[src/rtl/core/ehte_pkg.sv]
// shared constants, codes and types of the extendible hash table engine
package ehte_pkg;

  localparam int DEPTH_W  = 5;
  localparam int CFG_W    = 4;
  localparam int REQ_W    = 2;
  localparam int KEY_W    = 64;
  localparam int VAL_W    = 64;
  localparam int STATUS_W = 3;
  localparam int MIX_R    = 47;

  localparam logic [KEY_W-1:0] ALL_ONES  = '1;
  localparam logic [63:0]      MUL_M     = 64'hc6a4a7935bd1e995;
  localparam logic [63:0]      HASH_SEED = 64'd5516;
  localparam logic [63:0]      HALF_MASK = 64'h0000_0000_ffff_ffff;
  localparam logic [63:0]      HASH_INIT = HASH_SEED ^ (MUL_M << 3);

  localparam logic [CFG_W-1:0] CFG_RESET = 4'd1;

  localparam logic [REQ_W-1:0] REQ_FIND   = 2'd0;
  localparam logic [REQ_W-1:0] REQ_INSERT = 2'd1;
  localparam logic [REQ_W-1:0] REQ_REMOVE = 2'd2;
  localparam logic [REQ_W-1:0] REQ_NOP    = 2'd3;

  typedef enum logic [STATUS_W-1:0] {
    ST_FOUND     = 3'd0,
    ST_NOT_FOUND = 3'd1,
    ST_INSERTED  = 3'd2,
    ST_UPDATED   = 3'd3,
    ST_REMOVED   = 3'd4,
    ST_RETRY     = 3'd5,
    ST_CAPACITY  = 3'd6
  } status_t;

endpackage

[src/rtl/core/ehte_hash.sv]
// iterative 64-bit murmur hash on one shared 32x32 multiplier
module ehte_hash (
  input  logic                      clk,
  input  logic                      rst,
  input  logic                      start,
  input  logic [ehte_pkg::KEY_W-1:0] key,
  output logic                      done,
  output logic [63:0]               hash
);
  import ehte_pkg::*;

  logic        busy;
  logic [1:0]  mstep;
  logic [1:0]  mph;
  logic [63:0] x;
  logic [63:0] acc;
  logic [31:0] op_a;
  logic [31:0] op_b;
  logic [63:0] prod;
  logic [63:0] acc_next;

  // low 64 bits of x * M from three partial products
  always_comb begin
    unique case (mph)
      2'd0: begin
        op_a = 32'(x & HALF_MASK);
        op_b = 32'(MUL_M & HALF_MASK);
      end
      2'd1: begin
        op_a = 32'(x & HALF_MASK);
        op_b = 32'(MUL_M >> 32);
      end
      default: begin
        op_a = 32'(x >> 32);
        op_b = 32'(MUL_M & HALF_MASK);
      end
    endcase
    prod = 64'(op_a) * 64'(op_b);
    if (mph == 2'd0) begin
      acc_next = prod;
    end else begin
      acc_next = acc + {prod[31:0], 32'b0};
    end
  end

  always_ff @(posedge clk) begin
    done <= 1'b0;
    if (rst) begin
      busy  <= 1'b0;
      mstep <= '0;
      mph   <= '0;
    end else if (start) begin
      busy  <= 1'b1;
      x     <= key;
      mstep <= '0;
      mph   <= '0;
    end else if (busy) begin
      acc <= acc_next;
      if (mph == 2'd2) begin
        mph   <= '0;
        mstep <= mstep + 2'd1;
        unique case (mstep)
          2'd0: x <= acc_next ^ (acc_next >> MIX_R);
          2'd1: x <= HASH_INIT ^ acc_next;
          2'd2: x <= acc_next ^ (acc_next >> MIX_R);
          default: begin
            hash <= acc_next ^ (acc_next >> MIX_R);
            done <= 1'b1;
            busy <= 1'b0;
          end
        endcase
      end else begin
        mph <= mph + 2'd1;
      end
    end
  end

endmodule

[config.mk]
export PLATFORM = sky130hd
export DESIGN_NAME = ehte_hash
export DESIGN_NICKNAME = d
export VERILOG_FILES = /design/src/rtl/core/ehte_pkg.sv /design/src/rtl/core/ehte_hash.sv
export SDC_FILE = /design/constraint.sdc
export NUM_CORES = 2
export LEC_CHECK = 0
export BUFFER_PORTS_ARGS = -buffer_cell sky130_fd_sc_hd__buf_2
export CELL_PAD_IN_SITES_DETAIL_PLACEMENT = 1
export CELL_PAD_IN_SITES_GLOBAL_PLACEMENT = 1
export CORE_UTILIZATION = 55
export DETAILED_ROUTE_END_ITERATION = 6
export GPL_ROUTABILITY_DRIVEN = 0
export PLACE_DENSITY_LB_ADDON = 0.1
export SLEW_MARGIN = 40
export SYNTH_ARGS = -nofsm -noshare
export SYNTH_HDL_FRONTEND = slang
export SYNTH_SLANG_ARGS = --single-unit
[constraint.sdc]
create_clock -name clk -period 15.29 [get_ports clk]
set_input_delay 3.058 -clock clk [delete_from_list [all_inputs] [get_ports clk]]
set_output_delay 3.058 -clock clk [all_outputs]
set_load 0.01 [all_outputs]
Word-level counts from Yosys, hierarchy flattened
Index checks and enable logic that the tools add are counted.

$add $sub $neg: 3. $mul: 1. Equal/unequal tests: 4. Multiplexer cells: 13. Bitwise logic cells: 7. Reduce and logical (&&, ||, !) cells: 14.

Operators by type and width (number): 64-bit 2-to-1 mux (4); 64-bit one-hot mux with 2 select lines (1); 64-bit adder (1); 32-bit by 32-bit multiplier with 64-bit output (1); 32-bit 2-to-1 mux (2); 64-bit by 17-bit bitwise XOR with 64-bit output (1); 32-bit NOT (1); 2-bit OR reduction (3); 1-bit 2-to-1 mux (5); 1-bit NOT (5); 5-bit AND reduction (1); 2-bit by 1-bit adder with 2-bit output, second input constant (2); 2-bit by 1-bit == test with 1-bit output, second input constant (2); 2-bit == test, second input constant (2); 2-bit zero test (2); 4-bit AND reduction (1); 2-bit nonzero test (2); 4-bit OR reduction (1); 3-bit AND reduction (1); 3-bit nonzero test (1); 3-bit OR reduction (1); 2-bit 2-to-1 mux (1); 2-bit AND reduction (1).

Bits in registers: 198. Input bits: 67. Output and inout bits: 65. Logic and storage cells: 49.

Logic depth before layout (Yosys ltp)
Word-level depth: 11. Mapped depth: 43. Mapped depth without buffers: 41.

Worst setup path before layout
No wires, ideal clock.

Path type: input to register. Start: input port start. End: register hash[0] (enable). Setup time: 0.429 ns. Data arrival time: 10.093 ns. Data required time: 14.861 ns. Path slack: 4.767 ns. Stages: 3. Buffers on the path: 1. Path through: clkbuf_1 nor3b_1 and3_1.

Cells in the longest elaborated chain, start to end: 2.

Ends and longest elaborated chain: start, declared (RTL line ehte_hash.sv:5) `input logic start,`; 1-bit NOT (no line); 5-bit AND reduction (no line); end signal, assigned (RTL line ehte_hash.sv:67) `hash <= acc_next ^ (acc_next >> MIX_R);`; end, declared (RTL line ehte_hash.sv:8) `output logic [63:0] hash`.

No other way between the ends. A chain may end at the register's enable or synchronous reset.

Final worst setup path
Start: register mph[1]. End: register x[15], data pin.

Cells in the longest elaborated chain, start to end: 11. Elaborated cells between the ends (all ways): 13. Classes of those cells: 1 x add/sub; 1 x mul; 1 x eq/ne; 7 x mux; 1 x bitwise; 2 x reduce/logical.

Ends and longest elaborated chain: start, declared (RTL line ehte_hash.sv:14) `logic [1:0] mph;`; start signal, assigned (RTL line ehte_hash.sv:73) `mph <= mph + 2'd1;`; 2-bit by 1-bit == test with 1-bit output / 2-bit zero test (equally long branches) (RTL line ehte_hash.sv:24, ehte_hash.sv:39); 2-bit OR reduction (no line); 32-bit 2-to-1 mux (RTL line ehte_hash.sv:24) `unique case (mph)`; 32-bit by 32-bit multiplier with 64-bit output (RTL line ehte_hash.sv:38) `prod = 64'(op_a) * 64'(op_b);`; 64-bit adder (RTL line ehte_hash.sv:42) `acc_next = acc + {prod[31:0], 32'b0};`; 64-bit 2-to-1 mux (*) (RTL line ehte_hash.sv:39) `if (mph == 2'd0) begin`; named net acc_next[62] (RTL line ehte_hash.sv:20) `logic [63:0] acc_next;`; 64-bit by 17-bit bitwise XOR with 64-bit output (*) (RTL line ehte_hash.sv:63, ehte_hash.sv:65); 64-bit one-hot mux with 2 select lines (*) (RTL line ehte_hash.sv:62) `unique case (mstep)`; 64-bit 2-to-1 mux (*) (RTL line ehte_hash.sv:59) `if (mph == 2'd2) begin`; 64-bit 2-to-1 mux (*) (RTL line ehte_hash.sv:57) `end else if (busy) begin`; 64-bit 2-to-1 mux (*) (RTL line ehte_hash.sv:52) `end else if (start) begin`; end signal, assigned (RTL line ehte_hash.sv:54) `x <= key;`; end signal, assigned (RTL line ehte_hash.sv:63) `2'd0: x <= acc_next ^ (acc_next >> MIX_R);`; end signal, assigned (RTL line ehte_hash.sv:64) `2'd1: x <= HASH_INIT ^ acc_next;`; end, declared (RTL line ehte_hash.sv:15) `logic [63:0] x;`.

Mark *: on every way through the listed nets, which the timed path passes. The rest lies on a longest branch. The select of a mux whose other input is x is not followed.

==> metrics.md <==
| Metric | Value |
|---|---|
| Fillcell total | `6880` |
| Die Ht | `253 um` |
| Via density | `6.13` |
| H-tree levels | `4` |
| Postcts setup bufs | `0` |
| Top FF cell, synth | `edfxtp_1` |
| Residual DRC | `0` |
| Multi-input gate area in the final layout | `25300 um^2` |
| Buf+Inv Stages, Crit Path | `7` |
| CP top delay family | `adder cells` |
| Hold_buf cts | `0` |
| Slew @ Worst Pin | `909 ps` |
| R2r startpoint | `mph[1]` |
| Top cell by count, worst path | `fa_1` |
| Largest net degree at the start of global routing | `69` |
| Rel. slew slack | `39.0%` |
| Std-Cell Rows | `91` |
| GR Overflow Total | `0` |
| Synth Area per Inst | `10.1 um^2` |
| Hold depth | `2` |
| Starting Density | `55.8%` |
| Post-synth EDFFs | `192` |
| Vias in the first global route | `30058` |
| Cell variety after synth | `72` |
| Setup_tns | `0 ps` |
| Worst r2r path cells | `36` |
| Crit share post-route | `80.1%` |
| Initial drt markers | `2356` |
| Final min period | `12240 ps` |
| Number of I/O pins | `132` |
| Crit path largest cell delay | `690 ps` |
| RSZ-0062 raised after global routing | `no` |
| Max Clock Skew | `25.6 ps` |
| CTS Root Cell | `clkbuf_16` |
| Post-Syn Instances | `3430` |
| Pre-Repair DR Iteration Count | `7` |
| Initial antenna violation count | `5` |
| Slew Limit Fails | `0` |
| Reg2reg setup slack | `3050 ps` |
| Share of cells above drive strength 1 | `7.94%` |
| Min-delay src | `acc[28]` |
| CP Capture Type | `register` |
| Number of routed nets with antenna violations | `0` |
| Max-cap viol count | `0` |
| Std-Cell Core Area | `61800 um^2` |
| Worst path required time | `15520 ps` |
| WL final | `131000 um` |
| Avg WL per Cell | `30.1 um` |
| I/O Buffers | `131` |
| Worst path arrival time | `12470 ps` |
| Hold endpoint | `acc[28]` |
| Reg area | `5890 um^2` |
| Run status | `finished clean` |
| Ys async rst share | `0%` |
| TritonCTS buffer count | `17` |
| # clock sinks | `198` |
| Worst hold path type | `reg -> reg` |
| Total Routing Usage GR | `42.7%` |
| Clock tree buffer depth | `2` |
| Detailed-placement wirelength estimate | `113000 um` |
| Die width | `253 um` |
| Terminus of the critical flop-to-flop path | `x[15]` |
| Latest clock arrival within the worst-skew pair | `470 ps` |
| CP max stage cell | `dfxtp_2` |
| Via Count | `26651` |
| Post-cts gate resize count | `0` |
| Yosys reg bits | `198` |
| Synth-to-layout area growth | `6.28%` |
| CTS tree | `built` |
| Mapped Area | `34500 um^2` |
| Worst setup SP type | `register` |
| Ys Warns | `0` |
| Register area share after synthesis | `17.0%` |
| Crit Path Max Fanout | `26` |
| First-pass GRT wire length | `195000 um` |
| Final setup fails | `0` |
| Final Hold Viols | `0` |
| Die ar. | `63800 um^2` |
| Worst-path clk slew | `80 ps` |
| Number of nets in the layout | `4612` |
| Max Clk Rate | `0.0817 GHz` |
| Setup CP Type | `reg -> reg` |
-- final cells by class --
| type | instances | area share (%) |
|---|---|---|
| timing repair buffer | 157 | 2.35 |
| antenna | 1 | 0.00682 |
| sequential | 198 | 16.0 |
| tap | 837 | 2.85 |
| inverter | 807 | 8.25 |
| clock inverter | 15 | 0.430 |
| multi-input combinational | 2319 | 68.9 |
| clock buffer | 17 | 1.16 |
-- registers in the layout, summed over array words and instances, names as in the netlist --
signal / count
busy: 1
hash: 64
done: 1
mstep: 2
mph: 2
x: 64
acc: 64
-- cells in the final DEF, fill, tap and decap left out, types with 5 or more instances in the layout --
cell	instances
buf_2	133
o31ai_1	14
nor3_1	27
conb_1	5
or4_1	5
a21oi_1	136
o21bai_1	21
and2_1	15
o211ai_1	15
fa_1	607
a211oi_1	14
clkbuf_16	17
nand2_1	263
ha_1	438
nor2_1	149
edfxtp_1	192
and3_1	19
nand4_1	35
nor2b_1	7
xnor2_1	101
mux2_2	40
inv_1	806
a21boi_0	10
xor2_1	35
o21ai_0	102
nand3_1	31
a31oi_1	16
or2_2	26
mux2i_1	26
o21a_1	13
a21o_1	36
or3_1	10
inv_8	5
buf_4	21
nand2b_1	15
dfxtp_1	5
-- Yosys cell counts, drive strengths merged (11+ instances only) --
| library cell | number | area, um^2 |
|---|---|---|
| a211oi | 14 | 105 |
| and2 | 16 | 100 |
| or2 | 26 | 163 |
| ha | 438 | 5480 |
| a21o | 36 | 270 |
| or3 | 11 | 73.8 |
| xnor2 | 101 | 885 |
| o211ai | 15 | 113 |
| nand2b | 15 | 93.8 |
| edfxtp | 192 | 5770 |
| and3 | 20 | 125 |
| mux2 | 40 | 450 |
| nand2 | 263 | 987 |
| nand4 | 35 | 219 |
| xor2 | 35 | 307 |
| fa | 607 | 12200 |
| nor2 | 152 | 571 |
| inv | 806 | 3030 |
| nand3 | 31 | 155 |
| o31ai | 16 | 134 |
| nor3 | 27 | 135 |
| mux2i | 30 | 300 |
| o21a | 13 | 97.6 |
| a21oi | 138 | 691 |
| a31oi | 16 | 100 |
| o21ai | 105 | 526 |
| o21bai | 21 | 158 |
| clkbuf | 102 | 383 |
-- worst reg2reg max path, delay by kind of cell, from the launching register on --
kind                     cells  cell delay [ps]
adder cells (fa/ha/maj)     10             4540
AO/OA/AOI/OAI               10             2960
buffers and inverters        7             1650
AND/OR/NAND/NOR              7             1640
flip-flops                   1              690
XOR/XNOR                     2              510
-- how the worst max path moves through the flow --
stage                    to  cells past startpoint    from
CTS                   x[15]                     36  mph[1]
detailed placement    x[15]                     36  mph[1]
finish                x[15]                     36  mph[1]
floorplan           hash[0]                      3   start
global route          x[15]                     36  mph[1]
global placement      x[15]                     34  mph[1]
-- routing by layer --
layer | part of all wire, % | track usage [%] | routed length (um) | vias to the layer above
li1 | - | - | - | 11048
met1 | 37 | 53.1 | 49100 | 13768
met2 | 46 | 67.7 | 60200 | 1394
met3 | 9.1 | 9.82 | 11900 | 433
met4 | 7.5 | 26.2 | 9770 | 8
met5 | 0.034 | 0 | 45 | -
-- kinds of logic after synthesis --
family,synth area share [%]
flip-flops,17.0
adder cells (fa/ha/maj),51.1
buffers and inverters,9.96
AO/OA/AOI/OAI,7.81
AND/OR/NAND/NOR,8.35
other,0.0218
XOR/XNOR,3.58
multiplexers,2.17
-- per-stage QoR --
step / worst slack [ps] / cells / hold slack, ps / utilization (%) / area, um^2
finish: 3050 / 4351 / 610 / 59.4 / 36700
global route: 2740 / 4350 / 628 / 59.4 / 36700
CTS: 3330 / 4349 / 609 / 59.3 / 36700
detailed placement: 3380 / 4317 / 587 / 58.4 / 36100
global placement: 3410 / 4315 / 561 / 58.3 / 36000
floorplan: 4770 / 3433 / 523 / - / 34500
Power is not shown: default switching activity piles up to over one toggle a cycle in this logic, so the estimate is an artifact.
